`src/design/gtbs_ram.sv`:
```
`timescale 1ns / 1ps
module gtbs_ram #(
  parameter int WIDTH = 8,
  parameter int DEPTH = 16
) (
  input  logic                                   clk,
  input  logic                                   we,
  input  logic [((DEPTH > 1) ? $clog2(DEPTH) : 1)-1:0] waddr,
  input  logic [WIDTH-1:0]                       wdata,
  input  logic                                   re,
  input  logic [((DEPTH > 1) ? $clog2(DEPTH) : 1)-1:0] raddr,
  output logic [WIDTH-1:0]                       rdata
);

  logic [WIDTH-1:0] mem [DEPTH];

  always_ff @(posedge clk) begin
    if (we) begin
      mem[waddr] <= wdata;
    end
    if (re) begin
      rdata <= mem[raddr];
    end
  end

endmodule

```
`config.mk`:
```
export PLATFORM = sky130hd
export DESIGN_NAME = gtbs_ram
export DESIGN_NICKNAME = d
export VERILOG_FILES = /design/src/design/gtbs_ram.sv
export SDC_FILE = /design/constraint.sdc
export NUM_CORES = 1
export LEC_CHECK = 0
export ABC_AREA = 0
export BUFFER_PORTS_ARGS = -buffer_cell sky130_fd_sc_hd__buf_4
export CAP_MARGIN = 5
export CORE_ASPECT_RATIO = 0.6
export CORE_UTILIZATION = 60
export CTS_CLUSTER_DIAMETER = 150
export DETAILED_ROUTE_END_ITERATION = 10
export PLACE_DENSITY = 0.82
export SLEW_MARGIN = 25
export SYNTH_ARGS = -nofsm -noshare
export SYNTH_HDL_FRONTEND = slang
export SYNTH_SLANG_ARGS = --single-unit
```
`constraint.sdc`:
```
create_clock -name clk -period 2.6 [get_ports clk]
set_input_delay 0.52 -clock clk [delete_from_list [all_inputs] [get_ports clk]]
set_output_delay 0.52 -clock clk [all_outputs]
set_load 0.03 [all_outputs]
```
Word level (Yosys, flattened, before mapping). Memories as Yosys holds them, arrays and structs flattened. A register that Yosys moved wholly into a read port is not among the register bits. Cells that the tools add are included.

Register bits after elaboration: 0. RAM bits: 128. Bits of input ports: 19. Output and inout bits: 8. Memories: 1.

Memories: mem (words 16, width 8, rd ports 1, clocked after Yosys merged registers in 1, wr ports 1, RTL line 15) `logic [WIDTH-1:0] mem [DEPTH];`.

Muxes and demuxes: 2.

Operators with widths (count): 1-bit two-way mux (2).

Logic depth before layout (Yosys ltp). Gate-level depths: netlist of the first run.

Word-level depth: 2. Depth in mapped cells: 5. Mapped depth without buffers: 3.

Least setup slack after synthesis of the first run. No wires, ideal clock.

Path kind: input to register. From: input waddr[2] in the netlist's numbering. To: memory mem[0][0], enable pin. Arrival: 1.630 ns. Required time: 2.217 ns. Slack: 0.587 ns. Stages: 2. Path buffers: 0. Cells stage by stage: or3b_2 -> nor3_1.

RTL lines: start, declared (RTL line 8) `input logic [((DEPTH > 1) ? $clog2(DEPTH) : 1)-1:0] waddr,`; end, declared (RTL line 15).

No word-level cell before the write port.

==> flow_metrics.tcl, run 1 <==
set metrics [dict create \
    seq_area_frac_synth_pct 78.1 \
    start_util_pct 64.0 \
    detail-route-antenna-nets 0 \
    fin_ws_ns 0.809 \
    fmax_mhz 558 \
    grt_max_degree 33 \
    ys_ff_latch 136 \
    finClkSkew_ns 0.00535 \
    setup_violations 0 \
    wl_per_cell_um 23.8 \
    postLayoutCellArea_um2 6100 \
    clock_latency_ns 0.41 \
    cp_data_arrival_time_ns 1.95 \
    grt-ovfl-total 0 \
    place.gp.congestion 0.766 \
    worstHoldEndpoint "mem[2][2]" \
    crit_path_start_kind "input port" \
    post_cts_buffers 0 \
    ys_types 18 \
    syn_inst 229 \
    synth_top_area_share_pct 78.1 \
    cp_cell_sequence "buf_4, buf_4, mux4_1, a22oi_1, nand2_1" \
    core-area_um2 8160 \
    endpoint_kind "flop" \
    path_clk_slew_ns 0.05 \
    vias 2504 \
    tightest_slew_ns 0.751 \
    cp_slowest_stage_delay_ns 0.57 \
    std_cell_rows 25 \
    hold_viol_final 0 \
    power_leakage_nw 2.07 \
    fillers 435 \
    r2r_slack_ns 1.09 \
    avgSynthCellArea_um2 22.8 \
    yosysTopAreaCell "edfxtp_1" \
    holdCritStartpoint "wdata[2]" \
    die_y_um 74.3 \
    r2r_end "rdata[4]" \
    layout_commonest_cell "edfxtp_1" \
    cp.required_ns 2.76 \
    drt_iter0_markers 289 \
    synthToLayoutAreaGrowth_pct 16.7 \
    fin_setup_tns_ns 0 \
    min_path_cells 1 \
    worstPathMaxFanout 15 \
    maxSlewHeadroom_pct 49.8 \
    cts_buffers 17 \
    worstReg2RegStart "mem[3][4]" \
    cp.buffers_inverters 2 \
    place_area_um2 5630 \
    yosys-top-cells-area "edfxtp_1 78%, mux4_2 7.8%, mux4_1 7.0%, a22oi_1 2.3%, nor2_1 0.93%" \
    fin_crit_ns 1.79 \
    final_util_pct 74.7 \
    peakVddDrop_uv 558 \
    cts_tree "done" \
    syn_nets 248 \
    antenna_found_initial 0 \
    grt_pass1_vias 2528 \
    critPathTopFamily "multiplexers" \
    cts_resized 0 \
    routed_via_density 6.24 \
    slew_violations 0 \
    die_w_um 123 \
    cts_max_level 4 \
    dp_slack_ns 0.406 \
    drt-total-wl_um 9560 \
    yosys_warnings 0 \
    critPathKind "in -> reg" \
    drc 0 \
    r2r_cells 3 \
    dr.pass1.iters 5 \
    place_hpwl_um 6220 \
    cts_sinks 136 \
    powerDensity_nw_per_um2 770 \
    layout_common_cells "136 x edfxtp_1, 44 x buf_4, 18 x mux4_2" \
    port_buffers 26 \
    min_path_type "in -> reg" \
    clockBufferDepth 2 \
    cts_root_buf "clkbuf_16" \
    io_pins 27 \
    period_share_pct 68.9 \
    outcome "finished, final reports clean" \
    critical_path.most_common_cell "buf_4" \
    hold_buffers 0 \
    critPathSlowestCell "mux4_1" \
    drv_cap 0 \
    final_layout_size_suffix_gt1_share_pct 29.0 \
    rsz0062_at_grt "no" \
    grt_pass1_wl_um 14400 \
    diodes 0 \
    grtUsageTotal_pct 24.3 \
    dieArea_um2 9100 \
    nNetsFinal 302 \
    syn_area_um2 5230 \
]
## through the flow
| stage | hold slack [ns] | power (mW) | instances |
|---|---|---|---|
| after global placement | 0.728 | 2.77 | 372 |
| after CTS | 0.396 | 4.73 | 401 |
| after floorplan | 0.619 | 2.67 | 229 |
| after detailed placement | 0.739 | 2.78 | 372 |
| final | 0.413 | 4.70 | 401 |
| after global routing | 0.409 | 4.84 | 401 |
## routing by layer
layer  share of wire [%]  GRT usage (%)
met3                  10           7.67
met5                   0              0
met1                  41           34.5
met2                  47           35.6
met4                 1.3           10.6
## how the worst max path moves through the flow
| stage | slack, ns | end | start | cells after the start |
|---|---|---|---|---|
| after CTS | 0.82 | rdata[2] | raddr[0] | 5 |
| after floorplan | 0.59 | mem[0][0] | waddr[2] | 2 |
| after global routing | 0.76 | rdata[3] | raddr[0] | 5 |
| after detailed placement | 0.41 | rdata[2] | raddr[0] | 5 |
| after global placement | 0.46 | rdata[0] | raddr[0] | 5 |
| final | 0.81 | rdata[2] | raddr[0] | 5 |
## sequential cells by signal, indices dropped and copies added (netlist names)
| name | flops |
|---|---|
| mem | 128 |
| rdata | 8 |
## where the power goes
part | leakage [nW] | switching, mW | internal, mW
clock | 0.236 | 0.783 | 1.18
sequential | 1.24 | 0.0133 | 2.47
combinational | 0.600 | 0.143 | 0.109
## area by class of cell
cell class                 count  area, um^2  area share [%]
sequential                   136        4080            66.9
multi-input combinational     83        1060            17.3
clock buffer                  21         440            7.22
timing repair buffer          45         350            5.74
tap                          108         135            2.21
clock inverter                 8        35.0           0.574
## cells in the mapped netlist, drive strengths merged
master and count:
edfxtp 136, mux4 32, a22oi 16, nor2 13
nand2 9, buf 7, nor3 4, clkdlybuf4s25 3
nand2b 2, nand3b 2, and2 1, and2b 1
nand3 1, nor2b 1, or3b 1
## cell families (layout without fill, tap and decap cells)
group / after synthesis / in the layout / share of synthesized area, %
muxes: 32 / 32 / 14.8
AOI/OAI and AO/OA: 16 / 16 / 2.30
DFF: 136 / 136 / 78.1
buffers and inverters: 10 / 74 / 1.65
and+or+nand+nor: 35 / 35 / 3.14
## worst register-to-register path: cells and delay by family, from the launching register on
kind	cells	cell delay (ns)
AOI/OAI and AO/OA	1	0.28
muxes	1	0.49
and+or+nand+nor	1	0.11
DFF	1	0.37
No activity file was read; power rests on OpenSTA's default activity.
==> run 2, diff against run 1 <==
Clock period 2.6 ns to 1.7 ns, I/O delays scaled along.
==> flow_metrics.tcl, run 2 (synthesized netlist as in run 1, its figures left out) <==
set metrics [dict create \
    outcome "finished, final reports clean" \
    maxSlewHeadroom_pct 51.2 \
    drv_cap 0 \
    nNetsFinal 309 \
    setup_violations 0 \
    crit_path_start_kind "flop" \
    clockBufferDepth 2 \
    diodes 0 \
    clock_latency_ns 0.41 \
    grt_pass1_vias 2577 \
    ff_latch_area_um2 4080 \
    setup.worst_path.start "mem[8][7]" \
    synthToLayoutAreaGrowth_pct 18.9 \
    start_util_pct 64.0 \
    min_path_type "in -> reg" \
    holdCritStartpoint "wdata[5]" \
    cp.required_ns 1.85 \
    antenna_found_initial 0 \
    wl_met1_um 4150 \
    worstPathMaxFanout 1 \
    drt_iter0_markers 283 \
    r2r_slack_ns 0.21 \
    layout_commonest_cell "edfxtp_1" \
    detail-route-antenna-nets 0 \
    grt_max_degree 19 \
    cts_resized 0 \
    p_total_mw 7.39 \
    worstSetupEndpoint "rdata[7]" \
    powerDensity_nw_per_um2 1190 \
    rsz0062_at_grt "no" \
    layout_common_cells "136 x edfxtp_1, 49 x buf_4, 18 x mux4_2" \
    reg.largest.list "mem: 128 flops, rdata: 8 flops" \
    wl_met3_um 1130 \
    cts_buffers 17 \
    slew_violations 0 \
    routed.top_layer "met4" \
    cts_sinks 136 \
    dieArea_um2 9100 \
    post_cts_buffers 0 \
    peakVddDrop_uv 1560 \
    cts_root_buf "clkbuf_16" \
    r2r_cells 3 \
    hold_viol_final 0 \
    place_hpwl_um 6410 \
    cts_tree "done" \
    critPathKind "reg -> reg" \
    vias 2505 \
    fmax_mhz 669 \
    core-area_um2 8160 \
    worstReg2RegStart "mem[8][7]" \
    die_w_um 123 \
    fin_crit_ns 1.49 \
    largest_reg_flops 128 \
    cts_max_level 4 \
    place_area_um2 5710 \
    io_pins 27 \
    regMostFlops "mem" \
    fillers 458 \
    place.gp.congestion 0.770 \
    drt-total-wl_um 9900 \
    fin_setup_tns_ns 0 \
    final_layout_size_suffix_gt1_share_pct 29.7 \
    dr.pass1.iters 4 \
    die_y_um 74.3 \
    endpoint_kind "flop" \
    tightest_slew_ns 0.730 \
    cp_data_arrival_time_ns 1.64 \
    wl_per_cell_um 24.1 \
    routed_via_density 6.09 \
    multi_input_area_um2 1060 \
    period_share_pct 87.9 \
    grt_pass1_wl_um 14500 \
    power_leakage_nw 2.12 \
    grt-ovfl-total 0 \
    postLayoutCellArea_um2 6220 \
    r2r_end "rdata[7]" \
    drc 0 \
    finClkSkew_ns 0.00643 \
    wl_met2_um 4480 \
    path_clk_slew_ns 0.05 \
    hold_buffers 0 \
    grtUsageTotal_pct 24.8 \
    port_buffers 26 \
    std_cell_rows 25 \
]
run 2: where the power goes:
| group | switching, mW | leakage [nW] | internal [mW] |
|---|---|---|---|
| sequential | 0.0219 | 1.24 | 3.78 |
| combinational | 0.224 | 0.646 | 0.181 |
| clock | 1.20 | 0.242 | 1.98 |
run 2: worst min path at each step:
stage / to / slack, ns / cells past startpoint
floorplan: mem[0][0] / 0.44 / 0
global placement: mem[5][1] / 0.64 / 1
detailed placement: mem[9][5] / 0.65 / 1
CTS: mem[10][5] / 0.22 / 1
global route: mem[9][5] / 0.23 / 1
finish: mem[1][5] / 0.23 / 1
run 2: per-stage QoR:
stage	hold slack, ns	cells	setup slack (ns)	utilization (%)
final	0.230	411	0.206	76.2
after global routing	0.234	411	0.135	76.2
after CTS	0.218	411	0.209	76.2
after detailed placement	0.652	379	-0.130	69.9
after global placement	0.643	379	-0.119	69.9
after floorplan	0.439	229	0.0776	-
run 2: per-layer routing:
layer / GRT usage (%) / up-vias
li1: - / 1104
met1: 35.2 / 1261
met2: 36.8 / 127
met3: 8.97 / 13
met4: 8.27 / 0
met5: 0 / -
run 2: final cells by class:
class	instances	share of cell area (%)
Clock buffer	25	7.33
Clock inverter	7	0.845
Multi-Input combinational cell	83	17.1
Sequential cell	136	65.7
Tap cell	108	2.17
Timing Repair Buffer	52	6.88
run 2: worst max-delay path: stages (launching register included):
cell and delay (ns):
edfxtp_1 0.40, mux4_2 0.48, a22oi_1 0.26, nand2_1 0.09
==> run 3, diff against run 2 <==
Settings changed: CORE_ASPECT_RATIO 0.6 to 1.25.
==> flow_metrics.tcl, run 3 (synthesized netlist as in run 1, its figures left out) <==
set metrics [dict create \
    hold_buffers 0 \
    io_pins 27 \
    final_util_pct 75.6 \
    dr.pass1.iters 5 \
    worstReg2RegStart "mem[3][4]" \
    numPlacedInstances 369 \
    routed_via_density 6.38 \
    cts_buffers 17 \
    drv_cap 0 \
    grtUsageTotal_pct 25.8 \
    port_buffers 26 \
    antenna_found_initial 0 \
    place_hpwl_um 6450 \
    min_path_type "in -> reg" \
    std_cell_rows 37 \
    period_share_pct 88.8 \
    core-area_um2 8330 \
    cp.required_ns 1.97 \
    cts_resized 0 \
    fin_setup_tns_ns 0 \
    die_y_um 106 \
    vias 2558 \
    die_w_um 85.5 \
    switchingPower_mw 1.49 \
    worstPathMaxFanout 1 \
    grt_pass1_vias 2571 \
    endpoint_kind "flop" \
    cellInternalPower_mw 6.46 \
    path_clk_slew_ns 0.06 \
    cts_sinks 136 \
    p_comb_share_pct 5.1 \
    setup.worst_path.start "mem[3][4]" \
    diodes 0 \
    powerDensity_nw_per_um2 1260 \
    largest_reg_flops 128 \
    hold_slack_ns 0.120 \
    min_path_cells 1 \
    maxSlewHeadroom_pct 73.1 \
    place.gp.congestion 0.793 \
    clock_latency_ns 0.52 \
    layout_common_cells "136 x edfxtp_1, 51 x buf_4, 18 x mux4_2" \
    crit_path_start_kind "flop" \
    outcome "finished, final reports clean" \
    r2r_cells 3 \
    drt-total-wl_um 10500 \
    r2r_end "rdata[4]" \
    grt_max_degree 23 \
    worstSetupEndpoint "rdata[4]" \
    clock_power_share_pct 47.0 \
    grt-ovfl-total 0 \
    grt_pass1_wl_um 15600 \
    wl_per_cell_um 26.1 \
    pwr-share-seq_pct 47.9 \
    regMostFlops "mem" \
    layout_commonest_cell "edfxtp_1" \
    cts_root_buf "clkbuf_8" \
    post_cts_buffers 0 \
    clockBufferDepth 2 \
    power_leakage_nw 2.18 \
    hold_viol_final 0 \
    cts_tree "done" \
    finalNonFillerCells 401 \
    reg.largest.list "mem: 128 flops, rdata: 8 flops" \
    final_layout_size_suffix_gt1_share_pct 32.2 \
    finClkSkew_ns 0.00752 \
    detail-route-antenna-nets 0 \
    drt_iter0_markers 234 \
    synthToLayoutAreaGrowth_pct 20.4 \
    cts_max_level 4 \
    drc 0 \
    r2r_slack_ns 0.19 \
    fin_crit_ns 1.51 \
    cp_data_arrival_time_ns 1.78 \
    sw_frac_of_total_pct 18.7 \
    nNetsFinal 310 \
    fmax_mhz 662 \
    tightest_slew_ns 0.404 \
    dieArea_um2 9090 \
    critPathKind "reg -> reg" \
    rsz0062_at_grt "no" \
    start_util_pct 62.7 \
    peakVddDrop_uv 831 \
    setup_violations 0 \
    slew_violations 0 \
]
[run 3: how the worst min path moves through the flow]
stage,from,slack (ns),end
after floorplan,wdata[0],0.44,mem[0][0]
after global placement,wdata[2],0.63,mem[14][2]
after detailed placement,wdata[6],0.65,mem[5][6]
after CTS,wdata[6],0.1,mem[0][6]
after global routing,re,0.1,rdata[5]
final,wdata[2],0.12,mem[13][2]
[run 3: critical path: stages (launching register included)]
cell and delay (ns):
edfxtp_1 0.39, mux4_2 0.50, a22oi_1 0.29, nand2_1 0.08
[run 3: metal layers]
metal	vias to the layer above	wire length [um]	GRT usage (%)
met4	0	245	10.6
met1	1304	4120	32.9
met5	-	0	0
met3	19	570	7.92
met2	128	5540	41.7
li1	1107	-	-
[run 3: layout make-up]
class / count / area [um^2]
clock inverter: 12 / 180
timing repair buffer: 53 / 423
fill: 434 / 2040
tap: 97 / 121
multi-input combinational: 83 / 1060
sequential: 136 / 4080
clock buffer: 20 / 425
[run 3: power by group through the flow]
| stage | clock (mW) | sequential [mW] | combinational, mW |
|---|---|---|---|
| finish | 3.73 | 3.80 | 0.405 |
| floorplan | 0 | 3.90 | 0.191 |
| CTS | 3.78 | 3.80 | 0.409 |
| detailed placement | 0 | 3.87 | 0.401 |
| global placement | 0 | 3.86 | 0.390 |
| global route | 3.92 | 3.81 | 0.432 |
[run 3: stage by stage]
| stage | instance area [um^2] | setup slack (ns) | power [mW] |
|---|---|---|---|
| floorplan | 5230 | 0.0776 | 4.09 |
| global placement | 5690 | -0.119 | 4.25 |
| detailed placement | 5690 | -0.115 | 4.27 |
| CTS | 6300 | 0.191 | 7.99 |
| global route | 6300 | 0.151 | 8.16 |
| finish | 6300 | 0.190 | 7.94 |
