`src/design/gtbs_pkg.sv`:
```
`timescale 1ns / 1ps
package gtbs_pkg;

  localparam int MAX_TILES = 1024;
  localparam int MAX_BINS  = 64;
  localparam int WORK_BITS = 24;
  localparam int SUM_BITS  = 34;
  localparam int CFG_BITS  = 7;
  localparam int IDX_BITS  = 12;
  localparam int OP_BITS   = 2;

  localparam int TILE_BITS = (MAX_TILES > 1) ? $clog2(MAX_TILES) : 1;
  localparam int CNT_BITS  = $clog2(MAX_TILES + 1);
  localparam int BIN_BITS  = (MAX_BINS > 1) ? $clog2(MAX_BINS) : 1;
  localparam int NB_BITS   = $clog2(MAX_BINS + 1);
  localparam int SEC_BITS  = IDX_BITS + 1;

  localparam logic [OP_BITS-1:0] OP_CLEAR  = 2'd0;
  localparam logic [OP_BITS-1:0] OP_APPEND = 2'd1;
  localparam logic [OP_BITS-1:0] OP_READ   = 2'd2;

  localparam logic [CFG_BITS-1:0] BIN_COUNT_RESET = 7'd8;

  typedef struct packed {
    logic [OP_BITS-1:0]   op;
    logic [WORK_BITS-1:0] tile_work;
    logic [IDX_BITS-1:0]  word_index;
  } in_word_t;

  typedef struct packed {
    logic [SUM_BITS-1:0] word;
    logic                out_of_range;
  } out_word_t;

  // one tile in the sorting chain
  typedef struct packed {
    logic                 valid;
    logic [WORK_BITS-1:0] work;
    logic [TILE_BITS-1:0] tile;
  } tile_ent_t;

  // one bin in the load-ordered chain
  typedef struct packed {
    logic                valid;
    logic [SUM_BITS-1:0] load;
    logic [BIN_BITS-1:0] bin;
    logic [CNT_BITS-1:0] count;
  } bin_ent_t;

  typedef struct packed {
    logic      clear;
    logic      insert;
    logic      rotate;
    tile_ent_t ins;
  } sort_ctl_t;

  typedef struct packed {
    logic                init;
    logic                step;
    logic                shift;
    logic [CNT_BITS-1:0] used;
    bin_ent_t            key;
  } bin_ctl_t;

  typedef struct packed {
    logic [BIN_BITS-1:0]  bin;
    logic [TILE_BITS-1:0] tile;
  } rank_t;

endpackage

```
`src/design/gtbs_bin_cell.sv`:
```
`timescale 1ns / 1ps
module gtbs_bin_cell import gtbs_pkg::*; (
  input  logic                clk,
  input  logic                rst,
  input  bin_ctl_t            ctl,
  input  logic [BIN_BITS-1:0] pos,
  input  bin_ent_t            next,
  input  logic                next_lt,
  output bin_ent_t            cur,
  output logic                lt
);

  assign lt = cur.valid && ((cur.load < ctl.key.load) ||
              ((cur.load == ctl.key.load) && (cur.bin < ctl.key.bin)));

  always_ff @(posedge clk) begin
    if (rst) begin
      cur.valid <= 1'b0;
    end else if (ctl.init) begin
      cur.valid <= ({{(CNT_BITS){1'b0}}, pos} < {{(BIN_BITS){1'b0}}, ctl.used});
      cur.load  <= '0;
      cur.bin   <= pos;
      cur.count <= '0;
    end else if (ctl.step) begin
      // head leaves, entries before the updated key move up, key drops in
      if (next_lt) begin
        cur <= next;
      end else if ((pos == '0) || lt) begin
        cur <= ctl.key;
      end
    end else if (ctl.shift) begin
      cur <= next;
    end
  end

endmodule

```
`config.mk`:
```
export PLATFORM = sky130hd
export DESIGN_NAME = gtbs_bin_cell
export DESIGN_NICKNAME = d
export VERILOG_FILES = /design/src/design/gtbs_pkg.sv /design/src/design/gtbs_bin_cell.sv
export SDC_FILE = /design/constraint.sdc
export NUM_CORES = 1
export LEC_CHECK = 0
export ABC_AREA = 1
export CAP_MARGIN = 5
export CORE_MARGIN = 2
export CORE_UTILIZATION = 45
export CTS_CLUSTER_DIAMETER = 50
export DETAILED_ROUTE_END_ITERATION = 10
export DONT_BUFFER_PORTS = 1
export GPL_TIMING_DRIVEN = 0
export PLACE_DENSITY = 0.66
export SYNTH_ARGS = -nofsm -noshare
export SYNTH_HDL_FRONTEND = slang
export SYNTH_SLANG_ARGS = --single-unit
```
`constraint.sdc`:
```
create_clock -name clk -period 4.4 [get_ports clk]
set_input_delay 0.44 -clock clk [delete_from_list [all_inputs] [get_ports clk]]
set_output_delay 0.44 -clock clk [all_outputs]
set_load 0.01 [all_outputs]
```
Word-level counts from Yosys, hierarchy flattened:

Cells that the tools add are included.

* $lt $le $gt $ge: 3
* eq/ne operators: 2
* muxes and demuxes: 5
* bitwise logic cells: 1
* reduce and logical (&&, ||, !) cells: 8

Operators by type and width (count)
* $mux 52: 5
* $eq 34x34->1: 1
* $lt 34x34->1: 1
* $lt 6x11->1: 1
* $logic_not 6->1: 1
* $lt 6x6->1: 1
* $ne 4x1->1 const B: 1
* $reduce_and 3->1: 1
* $reduce_bool 3->1: 1
* $logic_and 1x1->1: 2
* $logic_or 1x1->1: 2
* $reduce_and 2->1: 1
* $not 1->1: 1

* register bits after elaboration: 52
* output and inout port bits: 53
* logic and storage cells: 23

Longest topological paths before layout:

Gate-level depths: netlist of run 1.

* depth in word-level cells: 9
* mapped depth: 20
* gate-level depth less buffers: 20

Worst setup path before layout of run 1:

Ideal clock, no wire load.

* path type: input-to-reg
* from: in ctl[42] in the netlist's numbering
* to: reg cur[0] in the netlist's numbering, enable pin
* setup time: 477 ps
* arrival: 4027 ps
* slack: -104 ps
* cell stages on the path: 14
* path through: inv_1 > ha_1 > nand2_1 > nor2_2 > nand2_1 > nor2_2 > nand2_1 > nor2_1 > nand2_1 > nand2_1 > nand2_2 > nand2_2 > nand2_2 > a21oi_1

* word-level cells in the longest chain between the ends: 7
* elaborated cells on any way between the ends: 8
* those cells by class: 1 x order compare; 2 x eq/ne; 5 x reduce/logical

RTL lines
* start: declaration: RTL line gtbs_bin_cell.sv:5 `input bin_ctl_t ctl,`
* parallel branches: the longest is 2 deep, another holds $lt 34x34->1
* $logic_or 1x1->1 *: RTL line gtbs_bin_cell.sv:13 `assign lt = cur.valid && ((cur.load < ctl.key.load) ||`
* $logic_and 1x1->1 *: RTL line gtbs_bin_cell.sv:13
* $logic_or 1x1->1 *: RTL line gtbs_bin_cell.sv:28 `end else if ((pos == '0) || lt) begin`
* $ne 4x1->1 (no line) *
* $reduce_and 3->1 (no line) *
* end signal: assignment: RTL line gtbs_bin_cell.sv:27 `cur <= next;`
* end signal: assignment: RTL line gtbs_bin_cell.sv:29 `cur <= ctl.key;`
* end signal: assignment: RTL line gtbs_bin_cell.sv:32 `cur <= next;`
* end: declaration: RTL line gtbs_bin_cell.sv:9 `output bin_ent_t cur,`

Every way passes the cells marked *.
A chain may end at the register's enable or synchronous reset.

Worst setup path after layout of run 1:

* from: reg cur[46] in the netlist's numbering
* to: reg cur[37] in the netlist's numbering, enable pin

* word-level cells in the longest chain between the ends: 7
* elaborated cells on any way between the ends: 8
* those cells by class: 1 x order compare; 2 x eq/ne; 5 x reduce/logical

RTL lines (RTL line)
* parallel branches: the longest is 2 deep, another holds $lt 34x34->1
* $logic_or 1x1->1 *: gtbs_bin_cell.sv:13
* $logic_and 1x1->1 *: gtbs_bin_cell.sv:13
* $logic_or 1x1->1 *: gtbs_bin_cell.sv:28
* $ne 4x1->1 (no line) *
* $reduce_and 3->1 (no line) *

Marks and branches as above.

==> results of run 1 <==
## power groups by stage
stage | Sequential, mW | Combinational, mW | Clock [mW]
detailed placement | 0.638 | 0.199 | 0
global placement | 0.639 | 0.187 | 0
finish | 0.626 | 0.196 | 0.346
CTS | 0.627 | 0.199 | 0.352
floorplan | 0.629 | 0.148 | 0
global route | 0.630 | 0.234 | 0.369
## Yosys cell counts, drive strengths merged, types with 3 or more instances
library cell / n / area share, %
inv: 73 / 7.7
nand2: 72 / 8.0
o21ai: 59 / 8.3
a21oi: 54 / 7.6
edfxtp: 51 / 43
nor2: 46 / 5.3
ha: 44 / 15
clkbuf: 11 / 1.2
buf: 5 / 0.56
nand3: 4 / 0.56
nand4: 3 / 0.53
## worst max path at each step
stage / start / end / slack, ns / cells after the start
6_report: cur[46]$_SDFFCE_PP0P_ / cur[37]$_SDFFCE_PP0P_ / 1.36 / 14
5_1_grt: cur[42]$_SDFFCE_PP0P_ / cur[37]$_SDFFCE_PP0P_ / 1.12 / 14
2_1_floorplan: ctl[42] / cur[0]$_SDFFCE_PP0P_ / 0.93 / 14
4_1_cts: cur[46]$_SDFFCE_PP0P_ / cur[37]$_SDFFCE_PP0P_ / 1.34 / 14
3_3_place_gp: ctl[46] / cur[37]$_SDFFCE_PP0P_ / 0.02 / 14
3_5_place_dp: ctl[46] / cur[41]$_SDFFCE_PP0P_ / 1.34 / 15
## final cells by class
| type | instances | area, sq um | area share [%] |
|---|---|---|---|
| multi-input combinational | 289 | 1690 | 44.01 |
| sequential | 52 | 1551 | 40.39 |
| inverter | 73 | 274.0 | 7.134 |
| tap | 102 | 127.6 | 3.322 |
| clock buffer | 5 | 68.82 | 1.792 |
| buffer | 16 | 62.56 | 1.629 |
| clock inverter | 3 | 46.29 | 1.205 |
| timing repair buffer | 1 | 20.02 | 0.5212 |
## routing by layer
| metal | part of all wire [%] | routed length, um | global-route usage (%) |
|---|---|---|---|
| met5 | 0 | 0 | 0 |
| met1 | 41 | 3733 | 24.87 |
| met3 | 9.2 | 828 | 6.688 |
| met4 | 0.94 | 85 | 4.657 |
| met2 | 48 | 4351 | 35.87 |
## stage by stage
stage | cell area [sq um] | utilization, % | hold slack [ns] | setup slack (ns)
floorplan | 3571 | - | 0.5557 | 0.9317
global placement | 3699 | 48.11 | 0.5975 | 0.01509
detailed placement | 3726 | 48.47 | 0.6175 | 1.338
CTS | 3841 | 49.97 | 0.2775 | 1.335
global route | 3841 | 49.97 | 0.2671 | 1.118
finish | 3841 | 49.97 | 0.2812 | 1.360
## critical path: stages (launching register included)
cell	delay [ns]
edfxtp_1	0.46
ha_1	0.33
nand2_1	0.07
nor2_1	0.17
nand2_1	0.11
nor2_2	0.14
nand2_1	0.06
nor2_1	0.09
nand2_1	0.06
nand2_1	0.08
nand2_2	0.06
nand2_2	0.06
nand2_2	0.07
a21oi_4	0.68
buf_12	0.29
## cells by family (layout without fill, tap and decap cells)
| logic type | Yosys count | in the layout | synth area share (%) |
|---|---|---|---|
| fa+ha+maj | 44 | 44 | 15.43 |
| buf+inv | 89 | 98 | 9.435 |
| compound gates | 118 | 118 | 16.94 |
| simple gates | 127 | 127 | 14.70 |
| flops | 52 | 52 | 43.49 |
## cells in the final DEF (no fill, tap or decap), drive strengths merged
master | synthesis | routed
clkbuf | 11 | 16
nand3 | 4 | 4
nand4 | 3 | 3
buf | 5 | 6
nor2 | 46 | 46
a21oi | 54 | 54
o21ai | 59 | 59
dfxtp | 1 | 1
bufinv | 0 | 1
inv | 73 | 74
o21a | 1 | 1
nor4 | 2 | 2
clkinvlp | 0 | 1
nand2 | 72 | 72
ha | 44 | 44
a211oi | 1 | 1
a21o | 2 | 2
o21bai | 1 | 1
edfxtp | 51 | 51
==> impl_metrics.tcl, run 1 <==
set metrics [dict create \
    antenna_cells 0 \
    reg2reg_to "cur[37]$_SDFFCE_PP0P_" \
    maxCapViolCount 0 \
    reg.largest.list "cur: 52 flops" \
    p_int_mw 0.8295 \
    cts_setup_buffers 0 \
    holdBufCountCts 0 \
    finalCritPeriodShare_pct 69.09 \
    htree_levels 2 \
    synth_seq_cells 52 \
    syn_area_sq_um 3567 \
    rr_worst_depth 14 \
    p_seq_share_pct 53.6 \
    finalClockSkew_ns 0.009527 \
    slew_violations 0 \
    synthCells 430 \
    wirelength_um 8998 \
    fin_tns_setup_ns 0 \
    dp.final_hpwl_um 7228 \
    grt_setup_unrepaired "no" \
    slew-limit-headroom_pct 43.24 \
    grt_pass1_vias 2898 \
    holdPathEnd "cur[51]$_SDFFE_PP0P_" \
    root_buffer "clkbuf_8" \
    min_path_cells 3 \
    die_width_um 93.04 \
    worstPathMaxFanout 30 \
    grt_use_total_pct 20.60 \
    r2r_slack_ns 1.36 \
    synth-main-ff-cell "edfxtp_1" \
    avgSynthCellArea_sq_um 8.296 \
    clkTransAtPathRegs_ns 0.10 \
    power_mw 1.167 \
    cts_tree "yes" \
    timing_hold_violations_final 0 \
    grt_max_degree 31 \
    fillerInstances 782 \
    syn2layout_area_growth_pct 7.681 \
    switching_share_pct 28.94 \
    largest_register_ff_count 52 \
    fin_cells 541 \
    yosysWarnings 0 \
    dieArea_sq_um 8656 \
    rows 32 \
    overflow 0 \
    crit_path_start_kind "register" \
    portBuffers 0 \
    routedWlPerCell_um 16.63 \
    fmax_mhz 329.0 \
    period_needed_ns 3.040 \
    dieHeight_um 93.04 \
    antenna_left 0 \
    cts_resized 0 \
    hold_path.class "in2reg" \
    drive_gt1_share_pct 5.695 \
    first_iter_violations 95 \
    via_per_inst 5.320 \
    route.detailed.drc 0 \
    dp.cells 533 \
    worstSetupEndpointType "register" \
    hp-start "rst" \
    clkSinkCount 52 \
    top_register "cur" \
    firstDrtPassIters 4 \
    cp.arrival_ns 3.05 \
    power.share.clock_pct 29.6 \
    reg2reg_from "cur[46]$_SDFFCE_PP0P_" \
    cts_inserted_buffers 5 \
    leakage_nw 1.784 \
    p_sw_mw 0.3378 \
    critPathKind "reg2reg" \
    power_density_nw_per_um2 303.9 \
    syn-num-nets 601 \
    clock_latency_ns 0.31 \
    synth_edf_count 51 \
    async_flop_share_pct 0 \
    vdd.ir_drop.worst_v 0.0001389 \
    fp.coreArea_sq_um 7687 \
    ctsLongestPathBuffers 2 \
    critical_path_required_ns 4.41 \
    tightest_slew_ns 0.8495 \
    grt_pass1_wl_um 14140 \
    combPwrFrac_pct 16.8 \
    vias 2878 \
    ios 180 \
    status "complete, no violations" \
    setup_viol 0 \
    synth_cell_types 23 \
    antenna_found_initial 0 \
    synth_seq_area_share_pct 43.49 \
    initial_core_util_pct 46.40 \
    fin_nets 609 \
    gp_congestion 0.7494 \
]
Power figures use the tool's default switching activity.
==> run 2: changes to the inputs <==
==> constraint.sdc (replaced) <==
create_clock -name clk -period 2.5 [get_ports clk]
set_input_delay 0.25 -clock clk [delete_from_list [all_inputs] [get_ports clk]]
set_output_delay 0.25 -clock clk [all_outputs]
set_load 0.01 [all_outputs]
==> run 2 against run 1 <==
Compared with the run above:
- the flow now finishes with violations (negative setup slack)
- setup slack got worse by 1.4 ns
- count of clock-buffer cells in the layout did not move
- wire length rose by 8.8%
- sequential share of layout area fell by 3.6 points
- critical path type unchanged
==> impl_metrics.tcl, run 2 (synthesis results as in run 1) <==
set metrics [dict create \
    maxCapViolCount 0 \
    final-seq-area_sq_um 1551 \
    violations "negative setup slack" \
    layout_common_cells "inv_1, nand2_1, o21ai_0" \
    grt_use_total_pct 21.66 \
    firstDrtPassIters 4 \
    timing_hold_violations_final 0 \
    rows 32 \
    grt_setup_unrepaired "yes" \
    status "finished, violations left" \
    cts_inserted_buffers 5 \
    whs_ns 0.08258 \
    worstSetupEndpointType "register" \
    fin_cells 558 \
    fp.coreArea_sq_um 7687 \
    ctsLongestPathBuffers 2 \
    vias 2940 \
    fmax_mhz 391.4 \
    ios 180 \
    via_per_inst 5.269 \
    holdBufCountCts 0 \
    setup_viol 18 \
    slew-limit-headroom_pct 58.04 \
    reg.largest.list "cur: 52 flops" \
    dp.cells 533 \
    final_cell_area_sq_um 4214 \
    overflow 0 \
    initial_core_util_pct 46.40 \
    syn2layout_area_growth_pct 18.13 \
    grt_pass1_wl_um 14590 \
    fillerInstances 723 \
    antenna_cells 0 \
    finalClockSkew_ns 0.006838 \
    portBuffers 0 \
    power_density_nw_per_um2 507.5 \
    vdd.ir_drop.worst_v 0.0003060 \
    crit_path_start_kind "register" \
    top_register "cur" \
    worstPathMaxFanout 7 \
    routedWlPerCell_um 17.54 \
    grt_max_degree 17 \
    fin_ws_ns -0.05497 \
    cts_tree "yes" \
    multiInputGateArea_sq_um 1902 \
    clkTransAtPathRegs_ns 0.10 \
    drive_gt1_share_pct 14.25 \
    finalCritPeriodShare_pct 102.2 \
    cp.arrival_ns 2.59 \
    hold_path.class "in2reg" \
    final_common_cell "inv_1" \
    htree_levels 2 \
    place_area_sq_um 3726 \
    largest_register_ff_count 52 \
    clock_latency_ns 0.31 \
    gp_congestion 0.7870 \
    period_needed_ns 2.555 \
    first_iter_violations 83 \
    dp.final_hpwl_um 7307 \
    dieArea_sq_um 8656 \
    fin_nets 626 \
    die_width_um 93.04 \
    leakage_nw 1.899 \
    antenna_found_initial 1 \
    route.detailed.drc 0 \
    root_buffer "clkbuf_8" \
    tightest_slew_ns 0.6294 \
    slew_violations 0 \
    dieHeight_um 93.04 \
    critical_path_required_ns 2.54 \
    wirelength_um 9790 \
    antenna_left 0 \
    clkSinkCount 52 \
    grt_pass1_vias 2921 \
    critPathKind "reg2reg" \
]
-- run 2: per-layer routing --
layer	wire length [um]	share of wire, %	vias up	track usage, %
li1	-	-	1484	-
met1	4035	41	1319	26.25
met2	4840	49	133	37.86
met3	862	8.8	4	7.655
met4	51	0.52	0	3.431
met5	0	0	-	0
-- run 2: worst max-delay path: stages (launching register included) --
cell	delay (ns)
edfxtp_1	0.49
ha_4	0.32
nand2_2	0.06
nor2_2	0.15
nand2_2	0.09
nor2_4	0.13
nand2_1	0.06
nor2_1	0.11
nand2_1	0.07
nand2_2	0.08
nand2_2	0.06
nand2_2	0.09
nand2_4	0.06
a21oi_4	0.20
buf_4	0.17
clkbuf_16	0.15
-- run 2: path summary, 6_finish.rpt --
path | start | to | slack, ns | cells past startpoint
worst max-delay path | cur[38]$_SDFFCE_PP0P_ | cur[37]$_SDFFCE_PP0P_ | -0.05 | 15
worst min-delay path | rst | cur[51]$_SDFFE_PP0P_ | 0.08 | 3
worst max register to register | cur[38]$_SDFFCE_PP0P_ | cur[37]$_SDFFCE_PP0P_ | -0.05 | 15
worst min register to register | cur[51]$_SDFFE_PP0P_ | cur[51]$_SDFFE_PP0P_ | 0.63 | 2
-- run 2: where the power goes --
part / leakage (nW) / internal (mW) / switching [mW] / total, mW
clock network: 0.0541 / 0.297 / 0.307 / 0.604
registers: 0.521 / 1.03 / 0.0703 / 1.10
logic: 1.32 / 0.176 / 0.254 / 0.430
total: 1.90 / 1.51 / 0.631 / 2.14
-- run 2: timing repair --
action                     in CTS  in global routing
pin swaps                       2                 13
setup endpoints to repair      51                 51
buffers inserted                8                  8
cloned                          2                  1
gates resized for setup        14                 28
-- run 2: layout make-up --
class	instances	share of cell area (%)
multi-input combinational	290	45.13
sequential	52	36.82
inverter	73	6.502
timing repair buffer	17	4.394
tap	102	3.028
clock buffer	5	1.633
buffer	16	1.485
clock inverter	3	1.010
-- run 2: through the flow --
step	setup TNS, ns	util [%]	setup WS [ns]	total power, mW
3_5_place_dp	-23.84	48.47	-0.5721	1.470
5_1_grt	-5.393	54.82	-0.1622	2.254
4_1_cts	-0.09454	52.28	-0.007124	2.104
6_report	-0.6608	54.82	-0.05497	2.139
2_1_floorplan	-15.91	-	-0.3119	1.369
3_3_place_gp	-47.49	48.21	-0.9350	1.454
