`src/design/gtbs_pkg.sv`:
```
`timescale 1ns / 1ps
package gtbs_pkg;

  localparam int MAX_TILES = 1024;
  localparam int MAX_BINS  = 64;
  localparam int WORK_BITS = 24;
  localparam int SUM_BITS  = 34;
  localparam int CFG_BITS  = 7;
  localparam int IDX_BITS  = 12;
  localparam int OP_BITS   = 2;

  localparam int TILE_BITS = (MAX_TILES > 1) ? $clog2(MAX_TILES) : 1;
  localparam int CNT_BITS  = $clog2(MAX_TILES + 1);
  localparam int BIN_BITS  = (MAX_BINS > 1) ? $clog2(MAX_BINS) : 1;
  localparam int NB_BITS   = $clog2(MAX_BINS + 1);
  localparam int SEC_BITS  = IDX_BITS + 1;

  localparam logic [OP_BITS-1:0] OP_CLEAR  = 2'd0;
  localparam logic [OP_BITS-1:0] OP_APPEND = 2'd1;
  localparam logic [OP_BITS-1:0] OP_READ   = 2'd2;

  localparam logic [CFG_BITS-1:0] BIN_COUNT_RESET = 7'd8;

  typedef struct packed {
    logic [OP_BITS-1:0]   op;
    logic [WORK_BITS-1:0] tile_work;
    logic [IDX_BITS-1:0]  word_index;
  } in_word_t;

  typedef struct packed {
    logic [SUM_BITS-1:0] word;
    logic                out_of_range;
  } out_word_t;

  // one tile in the sorting chain
  typedef struct packed {
    logic                 valid;
    logic [WORK_BITS-1:0] work;
    logic [TILE_BITS-1:0] tile;
  } tile_ent_t;

  // one bin in the load-ordered chain
  typedef struct packed {
    logic                valid;
    logic [SUM_BITS-1:0] load;
    logic [BIN_BITS-1:0] bin;
    logic [CNT_BITS-1:0] count;
  } bin_ent_t;

  typedef struct packed {
    logic      clear;
    logic      insert;
    logic      rotate;
    tile_ent_t ins;
  } sort_ctl_t;

  typedef struct packed {
    logic                init;
    logic                step;
    logic                shift;
    logic [CNT_BITS-1:0] used;
    bin_ent_t            key;
  } bin_ctl_t;

  typedef struct packed {
    logic [BIN_BITS-1:0]  bin;
    logic [TILE_BITS-1:0] tile;
  } rank_t;

endpackage

```
`src/design/gtbs_sort_cell.sv`:
```
`timescale 1ns / 1ps
module gtbs_sort_cell import gtbs_pkg::*; (
  input  logic      clk,
  input  logic      rst,
  input  sort_ctl_t ctl,
  input  tile_ent_t prev,
  input  logic      prev_ahead,
  input  tile_ent_t next,
  output tile_ent_t cur,
  output logic      ahead
);

  // a new tile has the highest index so far, so equal work puts it first
  assign ahead = !cur.valid || (ctl.ins.work >= cur.work);

  always_ff @(posedge clk) begin
    if (rst) begin
      cur.valid <= 1'b0;
    end else if (ctl.clear) begin
      cur.valid <= 1'b0;
    end else if (ctl.insert && ahead) begin
      cur <= prev_ahead ? prev : ctl.ins;
    end else if (ctl.rotate) begin
      cur <= next;
    end
  end

endmodule

```
`config.mk`:
```
export PLATFORM = sky130hd
export DESIGN_NAME = gtbs_sort_cell
export DESIGN_NICKNAME = d
export VERILOG_FILES = /design/src/design/gtbs_pkg.sv /design/src/design/gtbs_sort_cell.sv
export SDC_FILE = /design/constraint.sdc
export NUM_CORES = 1
export LEC_CHECK = 0
export BUFFER_PORTS_ARGS = -buffer_cell sky130_fd_sc_hd__buf_2
export CORE_MARGIN = 3
export CORE_UTILIZATION = 45
export CTS_CLUSTER_SIZE = 10
export DETAILED_ROUTE_END_ITERATION = 7
export PLACE_DENSITY = 0.81
export SYNTH_ARGS = -nofsm -noshare
export SYNTH_HDL_FRONTEND = slang
export SYNTH_SLANG_ARGS = --single-unit
```
`constraint.sdc`:
```
create_clock -name clk -period 3.7 [get_ports clk]
set_clock_uncertainty 0.1 [all_clocks]
set_input_delay 0 -clock clk [delete_from_list [all_inputs] [get_ports clk]]
set_output_delay 0 -clock clk [all_outputs]
set_load 0.02 [all_outputs]
```
* Yosys cells after proc, flatten, opt, wreduce, memory -nomap -nowiden
Index checks and enable logic that the tools add are counted.
Storage, ports and cells: bits in registers 35, input port bits 111, output and inout port bits 36, word-level logic and storage cells 15
Operators by class: order comparisons 1, muxes and demuxes 3, bitwise gates (word level) 2, reduce and logical (&&, ||, !) cells 6
Operator list (count):
- 2-to-1 mux 35 bit | 3
- >= comparator 24 bit | 1
- AND reduction 3 bit | 1
- inverter 1 bit | 2
- nonzero test 2 bit | 1
- OR reduction 2 bit | 1
- logical AND 1 bit | 1
- logical NOT 1 bit | 1
- logical OR 1 bit | 1

* Longest topological paths before layout
Gate-level depths: netlist of run 1.
depth in word-level cells 5, mapped depth 10, mapped depth without buffers 8

* Least setup slack after synthesis of run 1
No wires, ideal clock.
path kind register to register, start register cur[32] (netlist name), end register cur[0] (netlist name), enable pin, setup time 0.393 ns, arrival time 2.682 ns, data required time 3.207 ns, path slack 0.525 ns, stages on the path, launching flop included 10, buffers on the path 2, period minus slack after synthesis 3.175 ns, cell sequence edfxtp_1 > inv_1 > ha_1 > nand4_2 > a2111oi_4 > nor4_2 > a21boi_2 > buf_6 > buf_12 > o21a_1
Between the ends: cells in the longest elaborated chain, start to end 5
Ends and longest elaborated chain:
- from (decl) | RTL line gtbs_sort_cell.sv:9 | output tile_ent_t cur,
- from (signal assigned) | RTL line gtbs_sort_cell.sv:22 | cur <= prev_ahead ? prev : ctl.ins;
- from (signal assigned) | RTL line gtbs_sort_cell.sv:24 | cur <= next;
- >= comparator 24 bit | RTL line gtbs_sort_cell.sv:14 | assign ahead = !cur.valid || (ctl.ins.work >= cur.work);
- logical OR 1 bit | RTL line gtbs_sort_cell.sv:14
- logical AND 1 bit | RTL line gtbs_sort_cell.sv:21 | end else if (ctl.insert && ahead) begin
- nonzero test 2 bit (no source line)
- AND reduction 3 bit (no source line)
Every way passes these cells. A chain may end at the register's enable or synchronous reset.

* Final worst setup path of run 1
start register cur[32] (netlist name), end register cur[3] (netlist name), data pin
Between the ends: cells in the longest elaborated chain, start to end 4
Ends and longest elaborated chain (RTL line):
- >= comparator 24 bit | gtbs_sort_cell.sv:14
- logical OR 1 bit | gtbs_sort_cell.sv:14
- logical AND 1 bit | gtbs_sort_cell.sv:21
- 2-to-1 mux 35 bit | gtbs_sort_cell.sv:21
Every way passes these cells.

==> results of run 1 <==
cells by family after synthesis:
| family | count (synthesis) |
|---|---|
| buf+inv | 33 |
| flops | 35 |
| compound gates | 20 |
| simple gates | 21 |
| fa+ha+maj | 24 |
| mux | 70 |
metrics by stage:
stage               setup WS, ns  hold slack, ns  total power, mW  utilization
finish                    0.8741         0.03875            1.055       0.6908
global route              0.6101         0.04718            1.110       0.6908
CTS                       0.8097         0.03416            1.062       0.6908
detailed placement        0.8192          0.2045           0.7708       0.6128
global placement          0.8147          0.2008           0.7622       0.6128
floorplan                 0.5249         0.08596           0.6712            -
area by class of cell:
class | instances | area (um^2) | share of cell area
Timing Repair Buffer | 185 | 1126 | 0.2889
Inverter | 25 | 93.84 | 0.02408
Clock inverter | 2 | 7.507 | 0.001926
Clock buffer | 6 | 72.57 | 0.01862
Multi-Input combinational cell | 135 | 1466 | 0.3762
Tap cell | 72 | 90.09 | 0.02311
Sequential cell | 35 | 1041 | 0.2671
synth_stat cells, types with 2 or more instances:
cell type	number	area, um^2
a21o_1	3	22.52
inv_1	25	93.84
edfxtp_1	34	1021
mux2_2	41	461.7
o21ai_0	2	10.01
nor4_1	2	12.51
nor2_1	2	7.510
buf_12	3	60.06
clkbuf_1	3	11.26
nand3_1	3	15.01
a21oi_1	7	35.03
ha_1	24	300.3
nand2_1	8	30.03
mux2_4	28	420.4
nand4_1	3	18.77
power by group through the flow:
stage | combinational (mW) | sequential, mW | clock (mW)
after floorplan | 0.169 | 0.502 | 0
after global placement | 0.284 | 0.478 | 0
after detailed placement | 0.292 | 0.479 | 0
after CTS | 0.322 | 0.470 | 0.269
after global routing | 0.356 | 0.472 | 0.282
final | 0.325 | 0.470 | 0.261
path summary, 6_finish.rpt:
| kind | cells after the start | to | slack, ns |
|---|---|---|---|
| max | 8 | cur[3]$_DFFE_PP_ | 0.87 |
| max reg2reg | 8 | cur[3]$_DFFE_PP_ | 0.87 |
| min reg2reg | 3 | cur[34]$_SDFFE_PP0P_ | 0.63 |
| min | 4 | cur[10]$_DFFE_PP_ | 0.04 |
what timing repair did:
item                      in CTS  in global routing
hold endpoints to repair      35                  0
buffers inserted               0                  0
hold buffers                  36                  0
layout by cell type (no fill, tap or decap), types with 2 or more instances in the layout:
| master | instances |
|---|---|
| buf_2 | 146 |
| mux2_2 | 41 |
| dlygate4sd3_1 | 36 |
| edfxtp_1 | 34 |
| mux2_4 | 28 |
| inv_1 | 25 |
| ha_1 | 24 |
| nand2_1 | 8 |
| a21oi_1 | 7 |
| clkbuf_8 | 5 |
| nand4_1 | 3 |
| a21o_1 | 3 |
| nand3_1 | 3 |
| o21ai_0 | 2 |
| nor2_1 | 2 |
| nor4_1 | 2 |
| clkinv_1 | 2 |
| buf_4 | 2 |
worst reg2reg max path, cell delays in order (launching register included):
cell      delay, ns
edfxtp_1       0.36
inv_1          0.05
ha_1           0.30
nand4_2        0.19
nor4_1         0.46
o21ai_1        0.21
a21boi_4       0.19
buf_4          0.34
mux2_2         0.39
routing by layer:
metal  track usage  routed length (um)  part of all wire  vias up
met5             0                   0                 0        -
met4       0.06389                  80             0.011        0
met3       0.05853                 547             0.075        6
met2        0.4162                3979              0.54       95
met1        0.2245                2708              0.37     1072
li1              -                   -                 -     1122
==> results.ini, run 1 <==
[status]
status=finished, final reports clean

[sta]
finalCriticalPeriod_ns=2.826
slew_violations=0
rsz0062_at_grt=no
period_share=0.7637
setup-tns-final_ns=0
finalSetupViolCount=0
hold_viol_final=0
max_slew_margin=0.4340
tightestPinTransition_ns=0.8490
maxClockFrequency_ghz=0.3539

[clock_network]
cts_made_buffers=5
clkLatencyLatePin_ns=0.28
cts.sinks=35
clkTransAtPathRegs_ns=0.07
h-tree-depth=2
cts_root_buf=clkbuf_8
clockBufferDepth=2
tritoncts=done
cts-resized-gates=0

[flow_run]
maxCapViolCount=0

[setup_path]
crit_family=simple AND/OR/NAND/NOR gates
start_kind=register
crit_path_cell_trace=inv_1 -> ha_1 -> nand4_2 -> nor4_1 -> o21ai_1 -> a21boi_4 -> buf_4 -> mux2_2
crit_buf_inv=2
timing.rr.start=cur[32]$_DFFE_PP_
cp.arrival_ns=2.76
cp_data_required_time_ns=3.63
worstSetupPathType=register to register
cp_max_fo=19
cp-startpoint=cur[32]$_DFFE_PP_
crit_path_top_delay_cell=nor4_1
cp-end-kind=register
slowest_delay_ns=0.46

[hold_path]
hp-class=input pin to register
hold_start=prev[10]

[synthesis]
synth.distinct_cells=30
synth_compound_area_frac=0.05602
ys_seq_elements=35
synth_top_family_by_area=multiplexers
synth.avg_cell_area_um2=13.20
netlist_instances=203
syn_area_um2=2680
synth_mux_area_frac=0.3329
synth_xor_xnor_area_share=0
synth_edf_count=34
yosys.area_share.simple=0.04295
yosysWarnings=0
synth_flop_cell=edfxtp_1
syn_nets=338
synthAdderAreaFrac=0.1120
synth_async_sr_flop_share=0
seq_area_frac_synth=0.3884

[power]
max-vdd-ir-drop_uv=171.8
switching_power_mw=0.2780
clkPwrFrac=0.247
p_seq_frac=0.445
power_density_nw_per_um2=270.7
power_frac_comb=0.308
p_int_mw=0.7771
swShare=0.2635
power_leakage_nw=1.908

[placed_design]
placed_cell_area_um2=3457
io_buffers=146
dp_hpwl_mm=5.116
place.gp.congestion=0.7953
dp_cells=416

[routing]
vias=2295
wire_per_inst_um=15.90
postRouteAntennaNets=0
drt_iter0_drc=61
via_per_inst=4.989
drc=0
first_pass_iters=4
wl_mm=7.315

[global_routing]
grt_util_all_layers=0.2157
grt_max_degree=37
grt_first_pass_wirelength_mm=11.99
grt_pass1_vias=2506
grt_antenna_before_repair=0
gr-total-overflow=0

[floorplanning]
die_area_um2=6918
die_h_um=83.18
rows=27
initial_core_util=0.4750
core_area_um2=5642
io_pins=147
fp.dieW_um=83.18

[layout]
nets=522
drive_above_1_share=0.5876
fillers=411
diodes=0
largestRegisters=cur x35
finish.instance_area_um2=3897
largest_reg_flops=35
fin_cells=460
area_growth_pct=45.42
largest_register=cur

Power figures use the tool's default switching activity.
==> run 2: changes to the inputs <==
--- a/config.mk
+++ b/config.mk
@@ -7,10 +7,10 @@
 export LEC_CHECK = 0
 export BUFFER_PORTS_ARGS = -buffer_cell sky130_fd_sc_hd__buf_2
 export CORE_MARGIN = 3
-export CORE_UTILIZATION = 45
+export CORE_UTILIZATION = 41
 export CTS_CLUSTER_SIZE = 10
 export DETAILED_ROUTE_END_ITERATION = 7
-export PLACE_DENSITY = 0.81
+export PLACE_DENSITY = 0.78
 export SYNTH_ARGS = -nofsm -noshare
 export SYNTH_HDL_FRONTEND = slang
 export SYNTH_SLANG_ARGS = --single-unit
==> constraint.sdc (replaced) <==
create_clock -name clk -period 2.5 [get_ports clk]
set_clock_uncertainty 0.1 [all_clocks]
set_input_delay 0 -clock clk [delete_from_list [all_inputs] [get_ports clk]]
set_output_delay 0 -clock clk [all_outputs]
set_load 0.02 [all_outputs]
==> run 2 against run 1 <==
  * The run now ends with setup timing left
  * Combinational power grew 75%
  * Utilization rose by 2.2 points
  * Die area increased by 9.0%
  * Highest routed layer unchanged
==> results.ini, run 2 (synthesis gave the netlist of run 1 again) <==
[routing]
drc=0
wire_per_inst_um=15.99
top_layer=met4
met3WireLength_um=696
wl_met2_mm=4.035
via_per_inst=4.855
vias=2350
first_pass_iters=5
drt_iter0_drc=45
wl_mm=7.741
postRouteAntennaNets=0
wl_met1_mm=2.828

[layout]
largest_reg_flops=35
multiInputGateArea_um2=1683
seq_area_um2=1041
diodes=0
fillers=441
layout_common_cells=146 x buf_2, 41 x mux2_2, 36 x dlygate4sd3_1
finalCoreUtilization=0.7129
nets=543
largest_register=cur
largestRegisters=cur x35
drive_above_1_share=0.6675
fin_cells=484
area_growth_pct=63.07
finish.instance_area_um2=4370
final_common_cell=buf_2

[power]
power_leakage_nw=2.050
max-vdd-ir-drop_uv=252.5
total_power_mw=1.662
power_density_nw_per_um2=380.2

[global_routing]
grt_util_all_layers=0.2098
grt_first_pass_wirelength_mm=12.08
grt_max_degree=37
grt_pass1_vias=2587
grt_antenna_before_repair=0
gr-total-overflow=0

[setup_path]
cp_data_required_time_ns=2.45
cp_max_fo=6
cp-end-kind=register
start_kind=register
rrSetupSlack_ns=-0.03
cp.arrival_ns=2.48
worstSetupPathType=register to register

[clock_network]
cts_made_buffers=5
cts.sinks=35
clkLatencyLatePin_ns=0.29
clockBufferDepth=2
cts_root_buf=clkbuf_8
tritoncts=done
h-tree-depth=2
clkTransAtPathRegs_ns=0.08

[sta]
rsz0062_at_grt=yes
setup-tns-final_ns=-0.3801
max_slew_margin=0.4434
finalCriticalPeriod_ns=2.532
hold_slack_ns=0.006013
slew_violations=0
hold_viol_final=0
period_share=1.013
setup_ws_ns=-0.03153
tightestPinTransition_ns=0.8349
finalSetupViolCount=28
maxClockFrequency_ghz=0.3950

[floorplanning]
io_pins=147
core_area_um2=6131
rows=28
die_area_um2=7543
fp.dieW_um=86.85
initial_core_util=0.4371
die_h_um=86.85

[placed_design]
place.gp.congestion=0.7549
dp_cells=426
io_buffers=146
dp_slack_ns=-0.3307
placed_cell_area_um2=3583
dp_hpwl_mm=5.353

[hold_path]
hp-class=input pin to register

[status]
status=finished with violations
violations=setup timing

[flow_run]
maxCapViolCount=0

-- run 2: changes by cell type in the layout (fill, tap and decap cells not counted), sizes merged --
cell / previous run / this run
buf: 149 / 169
clkbuf: 6 / 7
-- run 2: final timing paths --
check	from	endpoint	cells after the start
worst min register to register	cur[34]$_SDFFE_PP0P_	cur[34]$_SDFFE_PP0P_	3
worst min-delay path	next[34]	cur[34]$_SDFFE_PP0P_	4
worst max register to register	cur[27]$_DFFE_PP_	cur[8]$_DFFE_PP_	10
worst max-delay path	cur[27]$_DFFE_PP_	cur[8]$_DFFE_PP_	10
-- run 2: timing repair --
| item | 4_1_cts | 5_1_grt |
|---|---|---|
| setup endpoints to repair | 68 | 68 |
| cloned | 0 | 2 |
| hold endpoints to repair | 35 | 0 |
| gates resized for setup | 21 | 5 |
| pin swaps | 10 | 9 |
| hold buffers | 36 | 0 |
| buffers inserted | 10 | 3 |
-- run 2: report_power, final --
part | total (mW) | leakage [nW] | switching, mW | internal (mW)
Combinational | 0.568 | 1.69 | 0.233 | 0.335
Sequential | 0.697 | 0.324 | 0.0119 | 0.685
Clock | 0.397 | 0.0403 | 0.207 | 0.190
-- run 2: final cells by class --
cell class	instances	share of cell area
repair buffers	206	0.3155
multi-input cells	135	0.3851
clock buffers	6	0.01660
well taps	75	0.02147
flip-flops and latches	35	0.2382
clock inverters	2	0.001718
inverters	25	0.02147
-- run 2: critical path: stages (launching register included) --
cell and delay [ns]:
edfxtp_1 0.38, inv_2 0.06, ha_4 0.26, nand4_1 0.10, buf_6 0.16, a2111oi_4 0.33, nor4_4 0.09, a21boi_4 0.24
buf_12 0.17, buf_12 0.12, mux2_4 0.30
-- run 2: layer usage --
| metal | global-route usage | up-vias |
|---|---|---|
| met3 | 0.07663 | 16 |
| met2 | 0.3727 | 100 |
| li1 | - | 1162 |
| met4 | 0.08357 | 0 |
| met1 | 0.2241 | 1072 |
| met5 | 0 | - |
==> run 3: changes to the inputs <==
--- a/config.mk
+++ b/config.mk
@@ -10,7 +10,7 @@
 export CORE_UTILIZATION = 41
 export CTS_CLUSTER_SIZE = 10
 export DETAILED_ROUTE_END_ITERATION = 7
-export PLACE_DENSITY = 0.78
+export PLACE_DENSITY = 0.87
 export SYNTH_ARGS = -nofsm -noshare
 export SYNTH_HDL_FRONTEND = slang
 export SYNTH_SLANG_ARGS = --single-unit
==> run 3 against run 2 <==
  * The flow still finishes with violations (setup timing)
  * Critical path depth decreased by 1
  * Fmax is 3.0% lower
  * Sequential share of layout area increased by 0.22 points
  * Combinational power is 1% higher
  * Non-clock buffer count is 1 lower
  * Critical path type unchanged
  * Sequential cell count did not move
  * Worst setup slack worse by 0.079 ns
  * Sequential power about the same
  * Largest cell class unchanged
  * Cell count shrank 0.41%
  * First-iteration DRC count up 2.2%
==> results.ini, run 3 (synthesis gave the netlist of run 1 again) <==
[status]
status=finished with violations
violations=setup timing

[sta]
max_slew_margin=0.4356
setup_ws_ns=-0.1101
finalCriticalPeriod_ns=2.610
hold_viol_final=0
rsz0062_at_grt=yes
period_share=1.044
tightestPinTransition_ns=0.8467
slew_violations=0
finalSetupViolCount=51
maxClockFrequency_ghz=0.3831

[layout]
largest_reg_flops=35
area_growth_pct=61.58
fin_cells=482
fillers=446
drive_above_1_share=0.6609
layout_common_cells=146 x buf_2, 40 x mux2_2, 36 x dlygate4sd3_1
largest_register=cur
nets=543
diodes=0
largestRegisters=cur x35
final_common_cell=buf_2

[flow_run]
maxCapViolCount=0

[global_routing]
grt_first_pass_wirelength_mm=12.10
grt_pass1_vias=2637
gr-total-overflow=0
grt_util_all_layers=0.2076
grt_max_degree=37
grt_antenna_before_repair=0

[routing]
first_pass_iters=4
wl_mm=8.134
wire_per_inst_um=16.88
vias=2410
drt_iter0_drc=46
postRouteAntennaNets=0
via_per_inst=5.000
drc=0

[floorplanning]
die_area_um2=7543
io_pins=147
fp.dieW_um=86.85
core_area_um2=6131
die_h_um=86.85
initial_core_util=0.4371
rows=28

[setup_path]
worstSetupPathType=register to register
start_kind=register
cp-end-kind=register
cp.arrival_ns=2.55
cp_data_required_time_ns=2.44
cp_max_fo=6

[clock_network]
cts_root_buf=clkbuf_8
h-tree-depth=2
clkLatencyLatePin_ns=0.29
cts_made_buffers=5
clkTransAtPathRegs_ns=0.07
cts.sinks=35
clockBufferDepth=2
tritoncts=done

[power]
power_density_nw_per_um2=382.4
max-vdd-ir-drop_uv=257.3
power_leakage_nw=2.055

[hold_path]
hp-class=input pin to register

[placed_design]
place.gp.congestion=0.7221
dp_cells=426
dp_hpwl_mm=5.403
dp_slack_ns=-0.2947
io_buffers=146

## run 3: cell types whose count changed in the layout (fill, tap and decap cells not counted), sizes merged
| cell | before | now |
|---|---|---|
| o21a | 1 | 2 |
| buf | 169 | 168 |
| clkinv | 2 | 0 |
## run 3: stage by stage
stage                     area, um^2    util  TNS (ns)  hold slack (ns)  total power, mW
after floorplan                 2726       -    -4.418          0.09637            1.002
after global placement          3558  0.5804    -15.87           0.1997            1.147
after detailed placement        3558  0.5804    -18.42           0.2037            1.166
after CTS                       4238  0.6912    -1.286          0.03593            1.642
after global routing            4330  0.7063    -10.61          0.04079            1.733
final                           4330  0.7063    -3.997          0.03829            1.656
## run 3: final timing paths
path                                           start  slack (ns)  cells past startpoint                    to
worst max-delay path               cur[30]$_DFFE_PP_       -0.11                      9     cur[12]$_DFFE_PP_
worst min-delay path                        prev[18]        0.04                      3     cur[18]$_DFFE_PP_
worst min register to register  cur[34]$_SDFFE_PP0P_        0.68                      3  cur[34]$_SDFFE_PP0P_
worst max register to register     cur[30]$_DFFE_PP_       -0.11                      9     cur[12]$_DFFE_PP_
## run 3: cell type report
cell class	instances	area (um^2)	area share
clock buffer	6	72.57	0.01676
inverter	25	93.84	0.02167
multi-input combinational	136	1650	0.3811
sequential	35	1041	0.2404
tap	75	93.84	0.02167
timing repair buffer	205	1379	0.3184
## run 3: worst max-delay path, cell delays in order (launching register included)
cell and delay [ns]:
edfxtp_1 0.38, inv_2 0.07, ha_4 0.28, nand4_4 0.17
a2111oi_4 0.44, nor4_4 0.10, a21boi_4 0.20, buf_4 0.17
clkbuf_16 0.15, mux2_4 0.29
## run 3: where the power goes
part | switching [mW] | internal (mW) | total, mW
Combinational | 0.236 | 0.338 | 0.574
Clock | 0.198 | 0.186 | 0.384
Sequential | 0.0125 | 0.685 | 0.698
Total | 0.446 | 1.21 | 1.66
## run 3: timing repair
item | 4_1_cts | 5_1_grt
endpoints found under the hold margin | 35 | 0
hold buffers | 36 | 0
setup buffers | 7 | 4
pin swaps | 8 | 6
resized for setup | 20 | 6
gates cloned | 3 | 1
setup endpoints to repair | 69 | 68
## run 3: routing by layer
layer	up-vias	GRT usage	routed length [um]
met5	-	0	0
met4	0	0.07932	146
met3	11	0.05014	497
met2	93	0.4044	4597
met1	1139	0.2084	2893
li1	1167	-	-
